[config.mk]
export PLATFORM = sky130hd
export DESIGN_NAME = nearest_point_patch_search
export DESIGN_NICKNAME = d
export VERILOG_FILES = /design/src/npps_pkg.sv /design/src/nearest_point_patch_search.sv /design/src/npps_front.sv /design/src/npps_queue.sv /design/src/npps_back.sv
export SDC_FILE = /design/constraint.sdc
export NUM_CORES = 2
export LEC_CHECK = 0
export BUFFER_PORTS_ARGS = -buffer_cell sky130_fd_sc_hd__buf_2
export CORE_ASPECT_RATIO = 0.7
export CORE_MARGIN = 5
export CORE_UTILIZATION = 55
export DETAILED_ROUTE_END_ITERATION = 16
export GPL_ROUTABILITY_DRIVEN = 0
export PLACE_DENSITY = 0.73
export SLEW_MARGIN = 20
export SYNTH_ARGS = -nofsm -noshare
export SYNTH_HDL_FRONTEND = slang
export SYNTH_SLANG_ARGS = --single-unit
[constraint.sdc]
create_clock -name clock -period 14.36 [get_ports clock]
set_input_delay 2.872 -clock clock [delete_from_list [all_inputs] [get_ports clock]]
set_output_delay 2.872 -clock clock [all_outputs]
set_load 0.02 [all_outputs]
[src/npps_pkg.sv]
// shared types and constants for the nearest point patch search block
package npps_pkg;

   localparam int ID_W    = 32;
   localparam int POS_W   = 20;
   localparam int DIFF_W  = POS_W + 1;
   localparam int CNT_W   = 11;
   localparam int DSQ_W   = 42;
   localparam int DIST_W  = 21;
   localparam int FRAC_W  = 16;
   localparam int REM_W   = DIST_W + 3;
   localparam int STEP_W  = 5;
   localparam int Q_DEPTH = 2;
   localparam int QPTR_W  = 1;
   localparam int QCNT_W  = 2;

   // item kinds
   localparam logic KIND_QUERY = 1'b0;
   localparam logic KIND_CAND  = 1'b1;

   // result status codes
   localparam logic ST_FOUND     = 1'b0;
   localparam logic ST_NOT_FOUND = 1'b1;

   localparam logic [DSQ_W-1:0] DSQ_ONES = {DSQ_W{1'b1}};

   // one finished query handed from front to back
   typedef struct packed {
      logic [ID_W-1:0]  query_id;
      logic [ID_W-1:0]  best_node;
      logic [DSQ_W-1:0] dist_sq;
      logic             not_found;
      logic [CNT_W-1:0] best_index;
      logic [CNT_W-1:0] count;
   } job_type;

   // one result word
   typedef struct packed {
      logic [ID_W-1:0]   query_id;
      logic [ID_W-1:0]   nearest_id;
      logic [DIST_W-1:0] distance;
      logic              status;
      logic [FRAC_W-1:0] max_fraction;
   } res_type;

endpackage

[src/nearest_point_patch_search.sv]
// top level of the nearest point patch search block
// after the last candidate word is taken, it passes the difference, square and compare
// states of the front, the job queue, the root digit steps of the back and the result register;
// an empty patch skips the root digit steps
// the front takes no new word until the last one has passed compare; the back works on one job at a time
// reset clears the query, best tracking, running maximum, job queue and result valid
module nearest_point_patch_search import npps_pkg::*; #(
   parameter int MAX_PATCH = 1024
) (
   input  logic         clock,
   input  logic         reset,
   input  logic         req_tvalid,
   output logic         req_tready,
   input  logic [103:0] req_tdata,  // node_id, pos_x, pos_y, pos_z, patch_count, zero pad
   input  logic         req_tuser,  // kind
   output logic         rsp_tvalid,
   input  logic         rsp_tready,
   output logic [103:0] rsp_tdata   // query_id, nearest_id, distance, status, max_fraction, pad
);

   logic    push_valid;
   job_type push_job;
   logic    queue_full;
   logic    queue_empty;
   logic    pop;
   job_type pop_job;
   res_type rsp_res;

   npps_front #(
      .MAX_PATCH(MAX_PATCH)
   ) u_front (
      .clock           (clock),
      .reset           (reset),
      .req_valid       (req_tvalid),
      .req_ready       (req_tready),
      .req_kind        (req_tuser),
      .req_node_id     (req_tdata[31:0]),
      .req_pos_x       (req_tdata[51:32]),
      .req_pos_y       (req_tdata[71:52]),
      .req_pos_z       (req_tdata[91:72]),
      .req_patch_count (req_tdata[102:92]),
      .push_valid      (push_valid),
      .push_job        (push_job),
      .queue_full      (queue_full)
   );

   npps_queue u_queue (
      .clock    (clock),
      .reset    (reset),
      .push     (push_valid),
      .push_job (push_job),
      .full     (queue_full),
      .pop      (pop),
      .empty    (queue_empty),
      .pop_job  (pop_job)
   );

   npps_back u_back (
      .clock       (clock),
      .reset       (reset),
      .queue_empty (queue_empty),
      .pop_job     (pop_job),
      .pop         (pop),
      .rsp_valid   (rsp_tvalid),
      .rsp_ready   (rsp_tready),
      .rsp_res     (rsp_res)
   );

   // result word packing, first field lowest
   assign rsp_tdata = {2'b00, rsp_res.max_fraction, rsp_res.status, rsp_res.distance,
                       rsp_res.nearest_id, rsp_res.query_id};

endmodule

[src/npps_front.sv]
// front end: takes query and candidate words, tracks the nearest candidate
module npps_front import npps_pkg::*; #(
   parameter int MAX_PATCH = 1024
) (
   input  logic             clock,
   input  logic             reset,
   input  logic             req_valid,
   output logic             req_ready,
   input  logic             req_kind,
   input  logic [ID_W-1:0]  req_node_id,
   input  logic [POS_W-1:0] req_pos_x,
   input  logic [POS_W-1:0] req_pos_y,
   input  logic [POS_W-1:0] req_pos_z,
   input  logic [CNT_W-1:0] req_patch_count,
   output logic             push_valid,
   output job_type          push_job,
   input  logic             queue_full
);

   localparam int CAP_MAX = (1 << CNT_W) - 1;
   localparam int CAP     = (MAX_PATCH < CAP_MAX) ? MAX_PATCH : CAP_MAX;
   localparam logic [CNT_W-1:0] CAP_V = CNT_W'(CAP);

   typedef enum logic [2:0] {
      F_IDLE = 3'b001,
      F_MUL  = 3'b010,
      F_CMP  = 3'b100
   } fstate_type;

   fstate_type        state_ff, state_in;
   logic              kind_ff, kind_in;
   logic [ID_W-1:0]   id_ff, id_in;
   logic [CNT_W-1:0]  cnt_ff, cnt_in;
   logic [POS_W-1:0]  px_ff, px_in, py_ff, py_in, pz_ff, pz_in;
   logic [DIFF_W-1:0] dx_ff, dx_in, dy_ff, dy_in, dz_ff, dz_in;
   logic [DSQ_W-1:0]  sqx_ff, sqx_in, sqy_ff, sqy_in, sqz_ff, sqz_in;

   logic [ID_W-1:0]   qnode_ff, qnode_in;
   logic [POS_W-1:0]  qx_ff, qx_in, qy_ff, qy_in, qz_ff, qz_in;
   logic [CNT_W-1:0]  exp_ff, exp_in;
   logic [CNT_W-1:0]  seen_ff, seen_in;
   logic [DSQ_W-1:0]  best_sq_ff, best_sq_in;
   logic [ID_W-1:0]   best_node_ff, best_node_in;
   logic [CNT_W-1:0]  best_idx_ff, best_idx_in;

   logic [DIFF_W-1:0] ax, ay, az;
   logic [DSQ_W-1:0]  d_sum;
   logic [CNT_W-1:0]  cnt_sat;
   logic [CNT_W-1:0]  seen_nx;
   logic              active;
   logic              better;
   logic              push_want;
   logic [DSQ_W-1:0]  nb_sq;
   logic [ID_W-1:0]   nb_node;
   logic [CNT_W-1:0]  nb_idx;

   // magnitudes of the coordinate differences
   assign ax = dx_ff[DIFF_W-1] ? (~dx_ff + DIFF_W'(1)) : dx_ff;
   assign ay = dy_ff[DIFF_W-1] ? (~dy_ff + DIFF_W'(1)) : dy_ff;
   assign az = dz_ff[DIFF_W-1] ? (~dz_ff + DIFF_W'(1)) : dz_ff;

   // compare stage arithmetic
   assign d_sum   = sqx_ff + sqy_ff + sqz_ff;
   assign cnt_sat = (cnt_ff > CAP_V) ? CAP_V : cnt_ff;
   assign active  = seen_ff < exp_ff;
   assign better  = d_sum < best_sq_ff;
   assign seen_nx = seen_ff + CNT_W'(1);
   assign nb_sq   = better ? d_sum : best_sq_ff;
   assign nb_node = better ? id_ff : best_node_ff;
   assign nb_idx  = better ? seen_ff : best_idx_ff;

   assign req_ready = (state_ff == F_IDLE);

   // sequencing of one word through difference, square and compare
   always_comb begin
      state_in     = state_ff;
      kind_in      = kind_ff;
      id_in        = id_ff;
      cnt_in       = cnt_ff;
      px_in        = px_ff;
      py_in        = py_ff;
      pz_in        = pz_ff;
      dx_in        = dx_ff;
      dy_in        = dy_ff;
      dz_in        = dz_ff;
      sqx_in       = sqx_ff;
      sqy_in       = sqy_ff;
      sqz_in       = sqz_ff;
      qnode_in     = qnode_ff;
      qx_in        = qx_ff;
      qy_in        = qy_ff;
      qz_in        = qz_ff;
      exp_in       = exp_ff;
      seen_in      = seen_ff;
      best_sq_in   = best_sq_ff;
      best_node_in = best_node_ff;
      best_idx_in  = best_idx_ff;
      push_want    = 1'b0;
      push_job     = '0;
      case (state_ff)
         F_IDLE: begin
            if (req_valid) begin
               kind_in  = req_kind;
               id_in    = req_node_id;
               cnt_in   = req_patch_count;
               px_in    = req_pos_x;
               py_in    = req_pos_y;
               pz_in    = req_pos_z;
               dx_in    = {req_pos_x[POS_W-1], req_pos_x} - {qx_ff[POS_W-1], qx_ff};
               dy_in    = {req_pos_y[POS_W-1], req_pos_y} - {qy_ff[POS_W-1], qy_ff};
               dz_in    = {req_pos_z[POS_W-1], req_pos_z} - {qz_ff[POS_W-1], qz_ff};
               state_in = F_MUL;
            end
         end
         F_MUL: begin
            sqx_in   = ax * ax;
            sqy_in   = ay * ay;
            sqz_in   = az * az;
            state_in = F_CMP;
         end
         F_CMP: begin
            if (kind_ff == KIND_QUERY) begin
               // new query, an empty patch answers at once
               push_want           = (cnt_sat == '0);
               push_job.query_id   = id_ff;
               push_job.best_node  = '0;
               push_job.dist_sq    = '0;
               push_job.not_found  = 1'b1;
               push_job.best_index = '0;
               push_job.count      = '0;
               if (!(push_want && queue_full)) begin
                  qnode_in     = id_ff;
                  qx_in        = px_ff;
                  qy_in        = py_ff;
                  qz_in        = pz_ff;
                  exp_in       = cnt_sat;
                  seen_in      = '0;
                  best_sq_in   = DSQ_ONES;
                  best_node_in = '0;
                  best_idx_in  = '0;
                  state_in     = F_IDLE;
               end
            end else begin
               // candidate, stray ones are dropped
               push_want           = active && (seen_nx == exp_ff);
               push_job.query_id   = qnode_ff;
               push_job.best_node  = nb_node;
               push_job.dist_sq    = nb_sq;
               push_job.not_found  = 1'b0;
               push_job.best_index = nb_idx;
               push_job.count      = exp_ff;
               if (!(push_want && queue_full)) begin
                  if (active) begin
                     best_sq_in   = nb_sq;
                     best_node_in = nb_node;
                     best_idx_in  = nb_idx;
                     seen_in      = seen_nx;
                  end
                  state_in = F_IDLE;
               end
            end
         end
         default: begin
            state_in = F_IDLE;
         end
      endcase
   end

   assign push_valid = push_want && !queue_full;

   // control and tracking state
   always_ff @(posedge clock) begin
      if (reset) begin
         state_ff     <= F_IDLE;
         qnode_ff     <= '0;
         qx_ff        <= '0;
         qy_ff        <= '0;
         qz_ff        <= '0;
         exp_ff       <= '0;
         seen_ff      <= '0;
         best_sq_ff   <= DSQ_ONES;
         best_node_ff <= '0;
         best_idx_ff  <= '0;
      end else begin
         state_ff     <= state_in;
         qnode_ff     <= qnode_in;
         qx_ff        <= qx_in;
         qy_ff        <= qy_in;
         qz_ff        <= qz_in;
         exp_ff       <= exp_in;
         seen_ff      <= seen_in;
         best_sq_ff   <= best_sq_in;
         best_node_ff <= best_node_in;
         best_idx_ff  <= best_idx_in;
      end
   end

   // word and arithmetic registers
   always_ff @(posedge clock) begin
      kind_ff <= kind_in;
      id_ff   <= id_in;
      cnt_ff  <= cnt_in;
      px_ff   <= px_in;
      py_ff   <= py_in;
      pz_ff   <= pz_in;
      dx_ff   <= dx_in;
      dy_ff   <= dy_in;
      dz_ff   <= dz_in;
      sqx_ff  <= sqx_in;
      sqy_ff  <= sqy_in;
      sqz_ff  <= sqz_in;
   end

   // a found job always names a candidate inside a nonempty patch
   a_job_index: assert property (@(posedge clock) disable iff (reset)
      (push_valid && !push_job.not_found) |->
         (push_job.count != '0 && push_job.best_index < push_job.count))
      else $error("job best index outside its patch");

   // an empty patch job carries no candidate
   a_empty_job: assert property (@(posedge clock) disable iff (reset)
      (push_valid && push_job.not_found) |-> (push_job.best_node == '0))
      else $error("empty patch job carries a candidate id");

   // the tracked patch never runs past its size
   a_seen_bound: assert property (@(posedge clock) disable iff (reset)
      seen_ff <= exp_ff)
      else $error("seen count exceeds patch size");

endmodule

[src/npps_queue.sv]
// short job queue between front and back
module npps_queue import npps_pkg::*; (
   input  logic    clock,
   input  logic    reset,
   input  logic    push,
   input  job_type push_job,
   output logic    full,
   input  logic    pop,
   output logic    empty,
   output job_type pop_job
);

   job_type            mem_ff [Q_DEPTH];
   logic [QPTR_W-1:0]  wr_ptr_ff, wr_ptr_in;
   logic [QPTR_W-1:0]  rd_ptr_ff, rd_ptr_in;
   logic [QCNT_W-1:0]  count_ff, count_in;

   assign full    = (count_ff == QCNT_W'(Q_DEPTH));
   assign empty   = (count_ff == '0);
   assign pop_job = mem_ff[rd_ptr_ff];

   // pointer and fill bookkeeping
   always_comb begin
      wr_ptr_in = wr_ptr_ff;
      rd_ptr_in = rd_ptr_ff;
      count_in  = count_ff;
      if (push) begin
         wr_ptr_in = wr_ptr_ff + QPTR_W'(1);
      end
      if (pop) begin
         rd_ptr_in = rd_ptr_ff + QPTR_W'(1);
      end
      if (push && !pop) begin
         count_in = count_ff + QCNT_W'(1);
      end else if (pop && !push) begin
         count_in = count_ff - QCNT_W'(1);
      end
   end

   always_ff @(posedge clock) begin
      if (reset) begin
         wr_ptr_ff <= '0;
         rd_ptr_ff <= '0;
         count_ff  <= '0;
      end else begin
         wr_ptr_ff <= wr_ptr_in;
         rd_ptr_ff <= rd_ptr_in;
         count_ff  <= count_in;
      end
   end

   // entry storage
   always_ff @(posedge clock) begin
      if (push) begin
         mem_ff[wr_ptr_ff] <= push_job;
      end
   end

   a_no_overflow: assert property (@(posedge clock) disable iff (reset)
      push |-> !full)
      else $error("push into full job queue");

   a_no_underflow: assert property (@(posedge clock) disable iff (reset)
      pop |-> !empty)
      else $error("pop from empty job queue");

   a_fill_bound: assert property (@(posedge clock) disable iff (reset)
      count_ff <= QCNT_W'(Q_DEPTH))
      else $error("job queue fill count out of range");

endmodule

[src/npps_back.sv]
// back end: square root and index fraction per job, running maximum, result register
module npps_back import npps_pkg::*; (
   input  logic    clock,
   input  logic    reset,
   input  logic    queue_empty,
   input  job_type pop_job,
   output logic    pop,
   output logic    rsp_valid,
   input  logic    rsp_ready,
   output res_type rsp_res
);

   typedef enum logic [2:0] {
      B_IDLE = 3'b001,
      B_RUN  = 3'b010,
      B_DONE = 3'b100
   } bstate_type;

   bstate_type        state_ff, state_in;
   logic [STEP_W-1:0] step_ff, step_in;
   logic [ID_W-1:0]   qid_ff, qid_in;
   logic [ID_W-1:0]   node_ff, node_in;
   logic              nf_ff, nf_in;
   logic [CNT_W-1:0]  cnt_ff, cnt_in;
   logic [DSQ_W-1:0]  rad_ff, rad_in;
   logic [REM_W-1:0]  rem_ff, rem_in;
   logic [DIST_W-1:0] root_ff, root_in;
   logic [CNT_W:0]    drem_ff, drem_in;
   logic [FRAC_W-1:0] quo_ff, quo_in;
   logic [FRAC_W-1:0] max_ff, max_in;
   logic              out_valid_ff, out_valid_in;
   res_type           out_ff, out_in;

   logic [REM_W-1:0]  rem_sh, trial;
   logic              rge;
   logic [CNT_W:0]    dsh;
   logic              dge;
   logic              load;
   logic [FRAC_W-1:0] new_max;

   // one root digit per cycle
   assign rem_sh = {rem_ff[REM_W-3:0], rad_ff[DSQ_W-1:DSQ_W-2]};
   assign trial  = REM_W'({root_ff, 2'b01});
   assign rge    = rem_sh >= trial;

   // one quotient bit per cycle
   assign dsh = {drem_ff[CNT_W-1:0], 1'b0};
   assign dge = dsh >= {1'b0, cnt_ff};

   assign pop     = (state_ff == B_IDLE) && !queue_empty;
   assign load    = (state_ff == B_DONE) && (!out_valid_ff || rsp_ready);
   assign new_max = (!nf_ff && quo_ff > max_ff) ? quo_ff : max_ff;

   // job sequencing
   always_comb begin
      state_in     = state_ff;
      step_in      = step_ff;
      qid_in       = qid_ff;
      node_in      = node_ff;
      nf_in        = nf_ff;
      cnt_in       = cnt_ff;
      rad_in       = rad_ff;
      rem_in       = rem_ff;
      root_in      = root_ff;
      drem_in      = drem_ff;
      quo_in       = quo_ff;
      max_in       = max_ff;
      out_valid_in = out_valid_ff;
      out_in       = out_ff;
      if (out_valid_ff && rsp_ready) begin
         out_valid_in = 1'b0;
      end
      case (state_ff)
         B_IDLE: begin
            if (!queue_empty) begin
               qid_in   = pop_job.query_id;
               node_in  = pop_job.best_node;
               nf_in    = pop_job.not_found;
               cnt_in   = pop_job.count;
               rad_in   = pop_job.dist_sq;
               rem_in   = '0;
               root_in  = '0;
               drem_in  = {1'b0, pop_job.best_index};
               quo_in   = '0;
               step_in  = '0;
               state_in = pop_job.not_found ? B_DONE : B_RUN;
            end
         end
         B_RUN: begin
            rad_in  = {rad_ff[DSQ_W-3:0], 2'b00};
            rem_in  = rge ? (rem_sh - trial) : rem_sh;
            root_in = {root_ff[DIST_W-2:0], rge};
            if (step_ff < STEP_W'(FRAC_W)) begin
               drem_in = dge ? (dsh - {1'b0, cnt_ff}) : dsh;
               quo_in  = {quo_ff[FRAC_W-2:0], dge};
            end
            step_in = step_ff + STEP_W'(1);
            if (step_ff == STEP_W'(DIST_W - 1)) begin
               state_in = B_DONE;
            end
         end
         B_DONE: begin
            if (load) begin
               max_in              = new_max;
               out_valid_in        = 1'b1;
               out_in.query_id     = qid_ff;
               out_in.nearest_id   = nf_ff ? '0 : node_ff;
               out_in.distance     = nf_ff ? '0 : root_ff;
               out_in.status       = nf_ff ? ST_NOT_FOUND : ST_FOUND;
               out_in.max_fraction = new_max;
               state_in            = B_IDLE;
            end
         end
         default: begin
            state_in = B_IDLE;
         end
      endcase
   end

   // control state
   always_ff @(posedge clock) begin
      if (reset) begin
         state_ff     <= B_IDLE;
         step_ff      <= '0;
         max_ff       <= '0;
         out_valid_ff <= 1'b0;
      end else begin
         state_ff     <= state_in;
         step_ff      <= step_in;
         max_ff       <= max_in;
         out_valid_ff <= out_valid_in;
      end
   end

   // job and arithmetic registers
   always_ff @(posedge clock) begin
      qid_ff  <= qid_in;
      node_ff <= node_in;
      nf_ff   <= nf_in;
      cnt_ff  <= cnt_in;
      rad_ff  <= rad_in;
      rem_ff  <= rem_in;
      root_ff <= root_in;
      drem_ff <= drem_in;
      quo_ff  <= quo_in;
      out_ff  <= out_in;
   end

   assign rsp_valid = out_valid_ff;
   assign rsp_res   = out_ff;

   // the division remainder stays below the patch size
   a_drem_bound: assert property (@(posedge clock) disable iff (reset)
      (state_ff == B_RUN) |-> (drem_ff < {1'b0, cnt_ff}))
      else $error("division remainder not below divisor");

   // a result word is only written when the previous one is gone
   a_no_overwrite: assert property (@(posedge clock) disable iff (reset)
      load |-> (!out_valid_ff || rsp_ready))
      else $error("result register overwritten");

   // the running maximum never falls
   a_max_mono: assert property (@(posedge clock) disable iff (reset)
      1'b1 |=> (max_ff >= $past(max_ff)))
      else $error("running maximum decreased");

endmodule

# Word-level counts from Yosys, hierarchy flattened
# Memory sizes are Yosys's and may differ from the RTL's. A register that Yosys moved wholly into a read port is not among the register bits.
# Cells that the tools add are included.
dict set report totals {
  register_bits 814
  latch_bits 0
  ram_bits 258
  mem_bits_ro 0
  inputBits 109
  out_inout_bits 106
  wordCells 188
  n_memories 1
}
# name words word_bits read_ports rd_clocked_by_memory_dff wr line_no
set mem_list {}
lappend mem_list {u_queue.mem_ff 2 129 1 1 1 npps_queue.sv:13} ;# job_type mem_ff [Q_DEPTH];
dict set report op_classes {
  addsub 16
  multipliers 3
  n_div 0
  order_cmp 7
  n_eq_ne 19
  shift 0
  muxes 63
  n_bitwise 6
  reduce_logical 30
}
# operator count
set op_table {}
lappend op_table {{$mux W129} 2}
lappend op_table {{$mux W42} 6}
lappend op_table {{$mux W32} 5}
lappend op_table {{$mux W11} 12}
lappend op_table {{$mul A21 B21 Y42} 3}
lappend op_table {{$add A42 B42 Y42} 2}
lappend op_table {{$mux W21} 4}
lappend op_table {{$pmux W42 S2} 1}
lappend op_table {{$add A21 B1 Y21 const B} 3}
lappend op_table {{$not A21 Y21} 3}
lappend op_table {{$sub A20 B20 Y21} 3}
lappend op_table {{$mux W16} 3}
lappend op_table {{$mux W22} 2}
lappend op_table {{$pmux W22 S2} 1}
lappend op_table {{$lt A42 B42 Y1} 1}
lappend op_table {{$pmux W21 S2} 1}
lappend op_table {{$pmux W16 S2} 1}
lappend op_table {{$ge A24 B23 Y1} 1}
lappend op_table {{$mux W3} 8}
lappend op_table {{$pmux W11 S2} 1}
lappend op_table {{$sub A22 B22 Y22} 1}
lappend op_table {{$pmux W3 S3} 2}
lappend op_table {{$gt A16 B16 Y1} 1}
lappend op_table {{$ge A12 B11 Y1} 1}
lappend op_table {{33 further kinds} 76}

# Depth between registers and ports, before layout
dict set report logic_depth {
  word_depth 10
  depth_mapped 37
  ltp_nobuf 35
}

# Hierarchy
# Synthesis repeated with hierarchy kept, for this count alone.
dict set report hier_totals {
  hier_cells 8248
  area_unflattened_um2 86096.3
}
# module instances cells_per_inst area_each_um2 seq_area_each_um2
set by_module_without_submodules {}
lappend by_module_without_submodules {npps_front 1 6739 62698.9 12752.2}
lappend by_module_without_submodules {npps_back 1 1083 13819.5 9208.8}
lappend by_module_without_submodules {npps_queue 1 423 9559.2 7847.5}
lappend by_module_without_submodules {nearest_point_patch_search 1 3 18.8 0.0}

# Worst setup path before layout
# OpenSTA, ideal clock, no wires.
dict set report synth_timing {
  path_type {flip-flop to flip-flop}
  start {register u_front.state_ff[2]}
  end {register u_front.sqx_ff[0], enable pin}
  setup_ns 0.783
  arrival_ns 9.261
  required_time_ns 13.577
  setup_slack_ns 4.315
  stages_incl_launch_ff 2
  path_buffers 0
  synth_period_minus_slack_ns 10.045
  path_cell_list {dfxtp_1 nor3b_1}
}
dict set report synth_between {
  elab_chain_cells 1
}
# element line_no
set synth_lines {}
lappend synth_lines {{start, declared} npps_front.sv:30} ;# fstate_type state_ff, state_in;
lappend synth_lines {{start signal, assigned} npps_front.sv:185} ;# state_ff <= state_in;
lappend synth_lines {{$eq A3 B2 Y1} npps_front.sv:100} ;# case (state_ff)
lappend synth_lines {{end signal, assigned} npps_front.sv:209} ;# sqx_ff <= sqx_in;
lappend synth_lines {{end, declared} npps_front.sv:36} ;# logic [DSQ_W-1:0] sqx_ff, sqx_in, sqy_ff, sqy_in, sqz_ff, sqz_in;
# No other way between the ends.
# A chain may end at the register's enable or synchronous reset.

# Worst setup path in the final report
dict set report layout_timing {
  start {register u_front.dz_ff[0]}
  end {register u_front.sqz_ff[41] (data pin)}
}
dict set report layout_between {
  elab_chain_cells 4
}
# element line_no
set layout_lines {}
lappend layout_lines {{start, declared} npps_front.sv:35} ;# logic [DIFF_W-1:0] dx_ff, dx_in, dy_ff, dy_in, dz_ff, dz_in;
lappend layout_lines {{start signal, assigned} npps_front.sv:208} ;# dz_ff <= dz_in;
lappend layout_lines {{$not A21 Y21} npps_front.sv:60} ;# assign az = dz_ff[DIFF_W-1] ? (~dz_ff + DIFF_W'(1)) : dz_ff;
lappend layout_lines {{$add A21 B1 Y21} npps_front.sv:60}
lappend layout_lines {{$mux W21 *} npps_front.sv:60}
lappend layout_lines {{$mul A21 B21 Y42 *} npps_front.sv:118} ;# sqz_in = az * az;
lappend layout_lines {{end signal, assigned} npps_front.sv:211} ;# sqz_ff <= sqz_in;
lappend layout_lines {{end, declared} npps_front.sv:36}
# Mark *: on every way between the ends. The rest lies on a longest branch, timed or not.

==> impl_metrics.py <==
metrics = {
    "run_status": {
        "status": "complete, no violations",
    },
    "worst_setup_path": {
        "reg2reg_to": "u_front.sqz_ff[41]",
        "crit_path_max_fanout": 16,
        "critPathArrivalTime_ns": 11.74,
        "cp.buffers_inverters": 6,
        "ff2ff_setup_slack_ns": 3.09,
        "crit_start": "u_front.dz_ff[0]",
        "cp_top_family": "adder cells",
        "crit_top_cell": "fa_1",
        "startpoint_type": "register",
        "critical_path_class": "register to register",
        "crit_required_ns": 14.83,
        "critical-path-slowest-cell": "xnor2_2",
        "r2r_start": "u_front.dz_ff[0]",
        "rr_worst_depth": 29,
        "crit_path_end_kind": "register",
        "timing.critical_path.slowest_cell_delay_ns": 0.95,
    },
    "detailed_routing": {
        "wl_met2_mm": 85.7,
        "finalWirelength_mm": 196,
        "drtIter0Drc": 4922,
        "drc": 0,
        "wl_met1_mm": 87.5,
        "top_layer_used": "met5",
        "postRouteAntennaNets": 0,
        "met3_length_mm": 17.6,
        "vias": 56700,
        "drt_pass1_iterations": 6,
        "via_per_inst": 5.50,
        "wl_per_cell_um": 19.0,
    },
    "floorplan": {
        "die_y_um": 338,
        "core_area_mm2": 0.153,
        "die_w_um": 479,
        "rows": 120,
        "die_area_mm2": 0.162,
        "ios": 215,
        "initial_core_util": 0.553,
    },
    "timing": {
        "maxSlewViolCount": 0,
        "setup-violations-final": 0,
        "rsz0062_at_grt": "no",
        "period_minus_slack_ns": 11.27,
        "clock_skew_ns": 0.0617,
        "hold_viol": 0,
        "max_clock_freq_mhz": 88.7,
        "setup_tns_ns": 0,
        "max_slew.worst_pin.slew_ns": 1.16,
        "slew_headroom": 0.223,
        "finalCritPeriodShare": 0.785,
    },
    "synth": {
        "synth-edff-count": 838,
        "syn_area_per_cell_um2": 10.6,
        "synth_top_area_cell": "edfxtp_1",
        "yosysSeqAreaShare": 0.352,
        "ys_types": 94,
        "synth.ff_latch_count": 1070,
        "synth_top_area_share": 0.297,
        "async_flop_share": 0,
        "synthTopCellsByArea": "edfxtp_1, fa_1, ha_1",
        "ys_warn_count": 0,
        "ys.flop_type": "edfxtp_1",
        "syn_area_mm2": 0.0846,
        "syn_inst": 8003,
    },
    "clocking": {
        "cts_buffer_depth": 3,
        "clock-root-buffer": "clkbuf_16",
        "numCtsBuffers": 99,
        "postCtsSetupBuffers": 0,
        "cts-hold-fix-buffers": 0,
        "cts.sinks": 1070,
        "cts_resized": 0,
        "insertion_delay_ns": 0.74,
        "cts.htree.levels": 3,
        "clkSlewWorstSetupHoldPaths_ns": 0.06,
        "cts_tree": "done",
    },
    "job": {
        "drv_cap": 0,
    },
    "global_route": {
        "grt_antenna_before_repair": 9,
        "grt_start_max_net_pins": 99,
        "overflow": 0,
        "grtUsageTotal": 0.242,
        "grt_pass1_wl_mm": 316,
        "grt_pass1_vias": 58400,
    },
    "min_path": {
        "worstHoldEndpoint": "u_back.rsp_res[80]",
        "worstHoldPathType": "register to register",
        "hold_start": "u_back.qid_ff[10]",
        "whs_path_depth": 0,
    },
    "layout": {
        "fin_nets": 9959,
        "area_delta_synth_final_pct": 8.23,
        "drive_gt1_frac": 0.0743,
    },
    "placed_design": {
        "hpwl_mm": 149,
        "io_buffers": 211,
    },
}
==> worst max-delay path by stage <==
stage / end / slack, ns / cells past startpoint
2_1_floorplan: u_front.sqx_ff[0] / 4.32 / 1
4_1_cts: u_front.sqz_ff[41] / 3.40 / 29
3_3_place_gp: u_front.sqz_ff[41] / 3.70 / 30
3_5_place_dp: u_front.sqz_ff[41] / 3.46 / 29
5_1_grt: u_front.sqz_ff[41] / 2.56 / 29
6_report: u_front.sqz_ff[41] / 3.09 / 29
==> per-layer routing <==
layer	global-route usage	vias up
met2	0.365	2116
met5	0	-
met4	0.0561	8
li1	-	26300
met1	0.356	27900
met3	0.0597	318
==> final cells by class <==
cell class,count,area (µm²)
fillers,12200,61400
multi-input cells,5202,48500
clock buffers,147,2810
clock inverters,40,488
diodes,2,5.00
flip-flops and latches,1070,29800
inverters,1545,5810
well taps,2013,2520
repair buffers,296,1700
==> placed cells by master, fill, tap and decap left out, drive strengths merged, types with 214 or more instances in the layout <==
cell type  count
nor2         677
dfxtp        232
fa           981
xnor2        214
ha           655
a21oi        382
nand2        787
buf          296
inv         1532
edfxtp       838
o21ai        239
==> logic make-up after synthesis <==
family / share of synthesized area
xor gates and xnor gates: 0.0337
adders and majority gates: 0.329
buffers and inverters: 0.0800
other: 0.0000887
and+or+nand+nor: 0.0965
AOI/OAI and AO/OA: 0.0781
muxes: 0.0306
DFF: 0.352
==> per-stage QoR <==
step,util,std cells,setup slack (ns),area (µm²),hold WS [ns]
floorplan,-,8053,4.32,84800,0.400
global placement,0.577,10100,3.70,88300,0.401
detailed placement,0.577,10100,3.46,88300,0.405
CTS,0.599,10300,3.40,91600,0.420
global route,0.599,10300,2.56,91600,0.428
finish,0.599,10300,3.09,91600,0.415
==> cells in the mapped netlist, types with 78 or more instances <==
| library cell | instances |
|---|---|
| fa_1 | 981 |
| inv_1 | 1520 |
| a21oi_1 | 380 |
| clkbuf_1 | 170 |
| mux2_2 | 78 |
| nor2_1 | 676 |
| o21ai_0 | 226 |
| ha_1 | 655 |
| nand2_1 | 786 |
| xnor2_1 | 210 |
| a21o_1 | 92 |
| edfxtp_1 | 838 |
| xor2_1 | 101 |
| dfxtp_1 | 232 |
| mux2i_1 | 171 |
| nor2b_1 | 82 |
==> state kept, by name (all words and copies together), names as in the netlist, 20 cells and up, named ones only <==
register              flops
u_front.best_sq_ff       42
u_front.qy_ff            20
u_front.qnode_ff         32
u_front.dy_ff            21
u_front.pz_ff            20
u_back.root_ff           21
u_front.py_ff            20
u_back.rsp_res          102
u_front.qz_ff            20
u_queue.mem_ff          258
u_front.id_ff            32
u_back.node_ff           32
u_back.rem_ff            22
u_front.best_node_ff     32
u_front.dz_ff            21
u_front.sqy_ff           41
u_front.dx_ff            21
u_front.qx_ff            20
u_back.qid_ff            32
u_front.sqz_ff           41
u_back.rad_ff            42
u_front.px_ff            20
u_front.sqx_ff           41
Power is not shown: default switching activity piles up to over one toggle a cycle in this logic, so the estimate is an artifact.
